$ cat config.mk
export PLATFORM = sky130hd
export DESIGN_NAME = sleep_timer_queue_core
export DESIGN_NICKNAME = d
export VERILOG_FILES = /design/src/rtl/stq_pkg.sv /design/src/rtl/stq_ctrl.sv /design/src/rtl/stq_datapath.sv /design/src/rtl/sleep_timer_queue_core.sv
export VERILOG_INCLUDE_DIRS = /design/src /design/src/rtl
export SDC_FILE = /design/constraint.sdc
export NUM_CORES = 2
export LEC_CHECK = 0
export BUFFER_PORTS_ARGS = -buffer_cell sky130_fd_sc_hd__buf_4
export CORE_MARGIN = 3
export CORE_UTILIZATION = 64
export CTS_BUF_LIST = sky130_fd_sc_hd__clkbuf_16
export DETAILED_ROUTE_END_ITERATION = 8
export GPL_TIMING_DRIVEN = 0
export PLACE_DENSITY_LB_ADDON = 0.08
export SKIP_LAST_GASP = 1
export SLEW_MARGIN = 20
export SYNTH_ARGS = -nofsm -noshare
export SYNTH_HDL_FRONTEND = slang
export SYNTH_SLANG_ARGS = --single-unit
$ cat constraint.sdc
create_clock -name clk -period 6.26 [get_ports clk]
set_clock_uncertainty 0.15 [all_clocks]
set_input_delay 1.252 -clock clk [delete_from_list [all_inputs] [get_ports clk]]
set_output_delay 1.252 -clock clk [all_outputs]
set_load 0.02 [all_outputs]
$ cat src/rtl/sleep_timer_queue_core_assert.svh
// ----------------------------------------------------------------------------
// Assertion macros
// Shared wrappers for concurrent assertions in the sleep timer queue RTL.
// ----------------------------------------------------------------------------
`ifndef SLEEP_TIMER_QUEUE_CORE_ASSERT_SVH
`define SLEEP_TIMER_QUEUE_CORE_ASSERT_SVH

// Checked on every rising clock edge, held off while reset is asserted
`define STQ_ASSERT(label, prop, msg) \
    label: assert property (@(posedge clk) disable iff (!rst_n) (prop)) else $error(msg);

// Checked on every rising clock edge, including during reset
`define STQ_ASSERT_ALWAYS(label, prop, msg) \
    label: assert property (@(posedge clk) (prop)) else $error(msg);

`endif

$ cat src/rtl/stq_pkg.sv
// ----------------------------------------------------------------------------
// stq_pkg
// Sizes, result codes and controller/datapath interface types for the
// sleep timer queue.
// ----------------------------------------------------------------------------
package stq_pkg;

    // Queue size and time width
    localparam int DEPTH     = 16;
    localparam int TIME_BITS = 32;
    localparam int OCC_W     = $clog2(DEPTH + 1);
    localparam int ID_W      = 8;
    localparam int IN_TIME_W = 32;

    // Result codes
    typedef enum logic [1:0] {
        KIND_ACCEPT = 2'd0,
        KIND_REJECT = 2'd1,
        KIND_WOKEN  = 2'd2,
        KIND_NONE   = 2'd3
    } kind_t;

    // Input action codes
    localparam logic ACT_SLEEP = 1'b0;
    localparam logic ACT_TICK  = 1'b1;

    // Controller to datapath
    typedef struct packed {
        logic  capture;   // latch the input transfer
        logic  insert;    // insert the latched sleeper
        logic  pop;       // release the head entry
        logic  emit;      // load the output register
        kind_t kind;
        logic  last;
    } cmd_t;

    // Datapath to controller
    typedef struct packed {
        logic is_tick;
        logic full;
        logic head_due;   // head entry wakes at or before the latched tick
        logic next_due;   // entry behind the head is also due
        logic out_free;   // output register can take a result this cycle
    } sts_t;

endpackage

$ cat src/rtl/stq_ctrl.sv
// ----------------------------------------------------------------------------
// stq_ctrl
// Controller: takes one item at a time and sequences insert, pop and
// result emission against the output register.
// ----------------------------------------------------------------------------
module stq_ctrl
    import stq_pkg::*;
(
    input  logic clk,
    input  logic rst_n,
    input  logic in_valid,
    output logic in_stall,
    input  sts_t sts,
    output cmd_t cmd
);

    typedef enum logic [1:0] {
        ST_IDLE = 2'b01,
        ST_EXEC = 2'b10
    } state_t;

    state_t state_reg;
    state_t state_next;

    // Next state and commands
    always_comb
    begin
        state_next  = state_reg;
        cmd         = '0;
        cmd.kind    = KIND_ACCEPT;
        in_stall    = 1'b1;
        case (state_reg)
            ST_IDLE:
            begin
                in_stall = 1'b0;
                if (in_valid)
                begin
                    cmd.capture = 1'b1;
                    state_next  = ST_EXEC;
                end
            end
            ST_EXEC:
            begin
                if (sts.out_free)
                begin
                    cmd.emit = 1'b1;
                    cmd.last = 1'b1;
                    if (!sts.is_tick)
                    begin
                        // sleep request: insert unless full
                        cmd.insert = !sts.full;
                        cmd.kind   = sts.full ? KIND_REJECT : KIND_ACCEPT;
                        state_next = ST_IDLE;
                    end
                    else if (sts.head_due)
                    begin
                        // release one id per cycle while the output register is free
                        cmd.pop  = 1'b1;
                        cmd.kind = KIND_WOKEN;
                        cmd.last = !sts.next_due;
                        if (!sts.next_due)
                        begin
                            state_next = ST_IDLE;
                        end
                    end
                    else
                    begin
                        // tick with nothing due
                        cmd.kind   = KIND_NONE;
                        state_next = ST_IDLE;
                    end
                end
            end
            default:
            begin
                state_next = ST_IDLE;
            end
        endcase
    end

    // State register
    always_ff @(posedge clk or negedge rst_n)
    begin
        if (!rst_n)
        begin
            state_reg <= ST_IDLE;
        end
        else
        begin
            state_reg <= state_next;
        end
    end

endmodule

$ cat src/rtl/stq_datapath.sv
// ----------------------------------------------------------------------------
// stq_datapath
// Sorted shift-register queue of wake times and ids, the latched input
// item and the output result register.
// ----------------------------------------------------------------------------
`include "sleep_timer_queue_core_assert.svh"

module stq_datapath
    import stq_pkg::*;
(
    input  logic                 clk,
    input  logic                 rst_n,
    input  logic                 action,
    input  logic [ID_W-1:0]      sleeper_id,
    input  logic [IN_TIME_W-1:0] wake_at,
    input  logic [IN_TIME_W-1:0] now_tick,
    input  cmd_t                 cmd,
    output sts_t                 sts,
    output logic                 out_valid,
    input  logic                 out_stall,
    output logic [1:0]           kind,
    output logic [ID_W-1:0]      woken_id,
    output logic                 last
);

    // Latched item
    logic                 act_reg;
    logic [ID_W-1:0]      id_reg;
    logic [TIME_BITS-1:0] time_reg;

    // Queue entries, head at index 0
    logic [TIME_BITS-1:0] wake_reg   [DEPTH];
    logic [TIME_BITS-1:0] wake_next  [DEPTH];
    logic [ID_W-1:0]      thread_reg [DEPTH];
    logic [ID_W-1:0]      thread_next[DEPTH];
    logic [OCC_W-1:0]     occ_reg;

    // Output register
    logic                 out_valid_reg;
    kind_t                out_kind_reg;
    logic [ID_W-1:0]      out_id_reg;
    logic                 out_last_reg;

    logic [DEPTH-1:0]     later;
    logic [DEPTH-1:0]     at_end;
    logic [DEPTH-1:0]     shift_in;

    // Valid entries waking strictly after the latched time, and the fill mark
    always_comb
    begin
        for (int i = 0; i < DEPTH; i++)
        begin
            later[i]  = (occ_reg > OCC_W'(i)) && (wake_reg[i] > time_reg);
            at_end[i] = (occ_reg == OCC_W'(i));
        end
    end

    assign shift_in = {later[DEPTH-2:0], 1'b0};

    // Status to the controller
    assign sts.is_tick  = (act_reg == ACT_TICK);
    assign sts.full     = (occ_reg == OCC_W'(DEPTH));
    assign sts.head_due = (occ_reg != '0) && (wake_reg[0] <= time_reg);
    assign sts.next_due = (occ_reg > OCC_W'(1)) && (wake_reg[1] <= time_reg);
    assign sts.out_free = !out_valid_reg || !out_stall;

    // Queue next state: insert shifts later entries back, pop shifts forward
    always_comb
    begin
        wake_next   = wake_reg;
        thread_next = thread_reg;
        if (cmd.insert)
        begin
            for (int i = 0; i < DEPTH; i++)
            begin
                if (shift_in[i])
                begin
                    wake_next[i]   = wake_reg[(i + DEPTH - 1) % DEPTH];
                    thread_next[i] = thread_reg[(i + DEPTH - 1) % DEPTH];
                end
                else if (later[i] || at_end[i])
                begin
                    wake_next[i]   = time_reg;
                    thread_next[i] = id_reg;
                end
            end
        end
        else if (cmd.pop)
        begin
            for (int i = 0; i < DEPTH - 1; i++)
            begin
                wake_next[i]   = wake_reg[i + 1];
                thread_next[i] = thread_reg[i + 1];
            end
        end
    end

    // Queue storage and latched item, no reset
    always_ff @(posedge clk)
    begin
        wake_reg   <= wake_next;
        thread_reg <= thread_next;
        if (cmd.capture)
        begin
            act_reg  <= action;
            id_reg   <= sleeper_id;
            time_reg <= (action == ACT_TICK) ? TIME_BITS'(now_tick) : TIME_BITS'(wake_at);
        end
    end

    // Occupancy
    always_ff @(posedge clk or negedge rst_n)
    begin
        if (!rst_n)
        begin
            occ_reg <= '0;
        end
        else if (cmd.insert)
        begin
            occ_reg <= occ_reg + OCC_W'(1);
        end
        else if (cmd.pop)
        begin
            occ_reg <= occ_reg - OCC_W'(1);
        end
    end

    // Output valid
    always_ff @(posedge clk or negedge rst_n)
    begin
        if (!rst_n)
        begin
            out_valid_reg <= 1'b0;
        end
        else if (cmd.emit)
        begin
            out_valid_reg <= 1'b1;
        end
        else if (!out_stall)
        begin
            out_valid_reg <= 1'b0;
        end
    end

    // Output payload
    always_ff @(posedge clk)
    begin
        if (cmd.emit)
        begin
            out_kind_reg <= cmd.kind;
            out_id_reg   <= cmd.pop ? thread_reg[0] : '0;
            out_last_reg <= cmd.last;
        end
    end

    assign out_valid = out_valid_reg;
    assign kind      = out_kind_reg;
    assign woken_id  = out_id_reg;
    assign last      = out_last_reg;

    // Checks
    `STQ_ASSERT(a_occ_bound, occ_reg <= OCC_W'(DEPTH), "occupancy above depth")
    `STQ_ASSERT(a_pop_nonempty, cmd.pop |-> (occ_reg != '0), "pop from empty queue")
    `STQ_ASSERT(a_insert_grows, cmd.insert |=> (occ_reg == $past(occ_reg) + OCC_W'(1)), "insert lost")
    `STQ_ASSERT(a_emit_slot, cmd.emit |-> (!out_valid_reg || !out_stall), "result overwritten")

endmodule

$ cat src/rtl/sleep_timer_queue_core.sv
// ----------------------------------------------------------------------------
// sleep_timer_queue_core
// Sorted queue of up to DEPTH sleeping thread ids ordered by wake time,
// ties kept first in, first out. Items are taken one at a time. A sleep
// request is latched at the transfer, then an insert compares all
// entries in parallel and shifts the later ones back; a full queue
// answers with a reject. A tick releases its due ids one at a time,
// since the shift-register queue pops one head entry per cycle while
// the result register is not stalled; each released id is its own
// result, the last one flagged, and a tick that wakes nothing gives one
// empty result. The next input transfer is taken as soon as the
// previous item has produced all of its results.
// ----------------------------------------------------------------------------
module sleep_timer_queue_core
    import stq_pkg::*;
(
    input  logic                 clk,
    input  logic                 rst_n,
    input  logic                 in_valid,
    output logic                 in_stall,
    input  logic                 action,
    input  logic [ID_W-1:0]      sleeper_id,
    input  logic [IN_TIME_W-1:0] wake_at,
    input  logic [IN_TIME_W-1:0] now_tick,
    output logic                 out_valid,
    input  logic                 out_stall,
    output logic [1:0]           kind,
    output logic [ID_W-1:0]      woken_id,
    output logic                 last
);

    cmd_t cmd;
    sts_t sts;

    // Controller
    stq_ctrl u_ctrl (
        .clk      (clk),
        .rst_n    (rst_n),
        .in_valid (in_valid),
        .in_stall (in_stall),
        .sts      (sts),
        .cmd      (cmd)
    );

    // Datapath
    stq_datapath u_datapath (
        .clk        (clk),
        .rst_n      (rst_n),
        .action     (action),
        .sleeper_id (sleeper_id),
        .wake_at    (wake_at),
        .now_tick   (now_tick),
        .cmd        (cmd),
        .sts        (sts),
        .out_valid  (out_valid),
        .out_stall  (out_stall),
        .kind       (kind),
        .woken_id   (woken_id),
        .last       (last)
    );

endmodule

==> metrics.yaml <==
cts:
  cts_tree: "done"
  cts-root-buf: "clkbuf_16"
  cts.htree.levels: 3
  cts_max_path_buffers: 3
  path_clk_slew_ns: 0.07
  cts_setup_buffers: 0
  cts.sinks: 700
  cts_buffers: 77
  clock_latency_ns: 0.67
worst_setup_path:
  crit_slowest_cell: "nor3_1"
  endpoint_kind: "flip-flop"
  crit-reg2reg-launch: "u_datapath.time_reg[15]"
  crit_chain: "inv_1 > ha_1 > nand4_1 > nor3_1 > o21ai_0 > o2111ai_1 > a31oi_4 > clkbuf_1 > a31oi_4 > buf_12"
  startpoint_type: "flip-flop"
  reg2regPathDepth: 10
  cp_top_family: "compound AO/OA/AOI/OAI gates"
  reg2reg_slack_ns: -0.50
  arrival_ns: 6.97
  crit_type: "flip-flop to flip-flop"
  cpPeakStageDelay_ns: 1.11
  r2r-end: "u_datapath.wake_reg[179]"
  critPathMaxFanout: 17
  required_ns: 6.47
  crit_top_cell: "a31oi_4"
  crit_buf_inv: 3
yosys:
  ys_seq_area_frac: 0.463
  syn_inst: 4504
  ys_types: 64
  synth_edf_count: 692
  syn_area_sq_um: 45300
  yosys_warnings: 0
  synth_flop_cell: "edfxtp_1"
  syn-num-nets: 5098
  synth_area_per_cell_sq_um: 10.1
  async_flop_share: 0.0114
  ys_ff_latch: 700
cells_and_area:
  nets: 5306
  drive_above_1_share: 0.0922
  fin_util: 0.736
  largest_register_ffs: 512
  area_growth_pct: 12.7
sta:
  finalCritPeriodShare: 1.08
  rsz0062_at_grt: "false"
  setup_slack_ns: -0.499
  relSlewSlack: 0.0984
  timing.hold.ws_ns: 0.283
  period_minus_slack_ns: 6.76
  setup_violations: 106
  finalHoldViolCount: 0
  clock.fmax_mhz: 148
  slew_violations: 0
  worstMarginPinSlew_ns: 1.35
grt:
  grt-ovfl-total: 0
  grt_max_degree: 22
  grt_util_all_layers: 0.548
  grt_use_met3: 0.251
  grt_use_met1: 0.670
  grt_pass1_vias: 42100
  gr-usage-met2: 0.749
  grt_pass1_wl_mm: 291
  grt-busiest-layer: "met2"
  antenna_found_initial: 8
route:
  first_iter_violations: 9170
  vias: 44800
  routedWlPerCell_um: 36.4
  drc: 1
  first_pass_iters: 9
  postRouteAntennaNets: 0
  wl_mm: 208
  via_per_inst: 7.86
pwr:
  total_power_mw: 17.2
  leakage_nw: 19.3
  power.internal_mw: 10.0
  ir_worst_vdd_mv: 0.270
  power_switching_mw: 7.22
  p_comb_frac: 0.366
  switching_share: 0.419
  seqPwrFrac: 0.357
  powerDensity_nw_per_um2: 338
  clock_power_share: 0.277
outcome:
  outcome: "finished, violations left"
  violations: "design-rule violations, negative setup slack"
place:
  place_ws_ns: -0.358
  dp_hpwl_mm: 151
  place_congestion: 1.08
  port_buffers: 89
floorplanning:
  std_cell_rows: 96
  die_h_um: 272
  ios: 90
  coreArea_sq_um: 69300
  initial_utilization: 0.653
  dieArea_sq_um: 74000
  dieWidth_um: 272
job:
  drv_cap: 0
min_path:
  min_path_type: "primary input to asynchronous set/reset pin"
power by group through the flow:
stage	Clock, mW	Sequential [mW]	Combinational, mW
after floorplan	0	6.08	3.15
after global placement	0	6.29	5.34
after detailed placement	0	6.21	5.72
after CTS	4.67	6.12	5.77
after global routing	4.86	6.16	6.36
final	4.77	6.16	6.31
cells in the final DEF (no fill, tap or decap), types with 8 or more instances in the layout:
cell       instances
nor3_2             9
o21ai_0          159
a21o_1            54
and4_1            25
edfxtp_1         692
bufinv_16          9
buf_6             10
a221o_1          204
and3_1            21
ha_1             517
buf_4             92
a211oi_1          26
nand2_1          708
clkbuf_2           8
a21oi_1          405
inv_1             89
a31oi_1           52
buf_2             66
clkbuf_1         163
buf_16            31
nand4_1           89
o211ai_1         253
nor2_1           396
nor2b_1           32
nor3_1            31
clkinv_2          13
and2_1            11
clkbuf_16         77
nand3_1          264
clkinv_1          12
buf_1             36
mux2_2            72
a31oi_4           10
nand2b_1           8
metal layers:
metal / routed length [um] / up-vias
li1: - / 17700
met1: 67200 / 20900
met2: 80800 / 4997
met3: 38700 / 1180
met4: 21100 / 10
met5: 61 / -
through the flow:
stage               setup TNS (ns)  std cells  instance area [sq um]
floorplan                        0       4504                  45300
global placement          -1849.93       5524                  47100
detailed placement           -9.72       5564                  48400
CTS                              0       5700                  50900
global route                     0       5701                  51000
finish                      -25.92       5706                  51000
cell type report:
type,count,area [sq um]
fill,5087,18300
tap,931,1160
timing repair buffer,130,1690
sequential,700,21000
clock buffer,77,1930
buffer,285,1240
antenna,5,12.5
clock inverter,60,611
inverter,73,277
multi-input combinational,3445,23100
logic make-up (layout without fill, tap and decap cells):
family                     count (synthesis)  count (layout)  synth area share
and+or+nand+nor                         1619            1619             0.157
adders and majority gates                517             517             0.143
xor gates and xnor gates                   4               4          0.000774
buffers and inverters                    359             625            0.0334
AOI/OAI and AO/OA                       1233            1233             0.185
DFF                                      700             700             0.463
muxes                                     72              72            0.0179
other                                      0               5                 0
cells in the mapped netlist (7+ instances only):
cell | instances | area (sq um)
nand2_1 | 708 | 2660
edfxtp_1 | 692 | 20800
ha_1 | 517 | 6470
a21oi_1 | 406 | 2030
nor2_1 | 396 | 1490
nand3_1 | 264 | 1320
o211ai_1 | 253 | 1900
a221o_1 | 204 | 2040
clkbuf_1 | 171 | 642
o21ai_0 | 160 | 801
nand4_1 | 89 | 557
inv_1 | 73 | 274
mux2_2 | 72 | 811
buf_2 | 66 | 330
a31oi_1 | 58 | 363
a21o_1 | 54 | 405
buf_1 | 37 | 139
nor3_1 | 37 | 185
nor2b_1 | 32 | 200
a211oi_1 | 26 | 195
and4_1 | 25 | 219
and3_1 | 21 | 131
and2_1 | 11 | 68.8
buf_6 | 10 | 113
nor4_1 | 10 | 62.6
a41oi_1 | 8 | 70.1
nand2b_1 | 8 | 50.1
dfrtp_1 | 7 | 175
o221ai_1 | 7 | 61.3
o31ai_1 | 7 | 52.6
how the worst max path moves through the flow:
stage | startpoint | end | cells after the start | slack, ns
6_report | u_datapath.time_reg[15] | u_datapath.wake_reg[179] | 10 | -0.50
5_1_grt | u_datapath.time_reg[31] | u_datapath.wake_reg[3] | 12 | 0.04
4_1_cts | u_datapath.time_reg[31] | u_datapath.wake_reg[3] | 13 | 0.09
3_5_place_dp | u_datapath.time_reg[7] | u_datapath.wake_reg[67] | 11 | -0.36
3_3_place_gp | u_datapath.time_reg[15] | u_datapath.wake_reg[115] | 9 | -4.20
2_1_floorplan | u_datapath.time_reg[13] | u_datapath.thread_reg[16] | 11 | 0.98
what timing repair did:
item,4_1_cts,5_1_grt
setup endpoints to repair,70,77
hold buffers,0,0
resized for setup,1,4
pin swaps,0,0
Note: power is estimated with default switching activity, not from simulation.
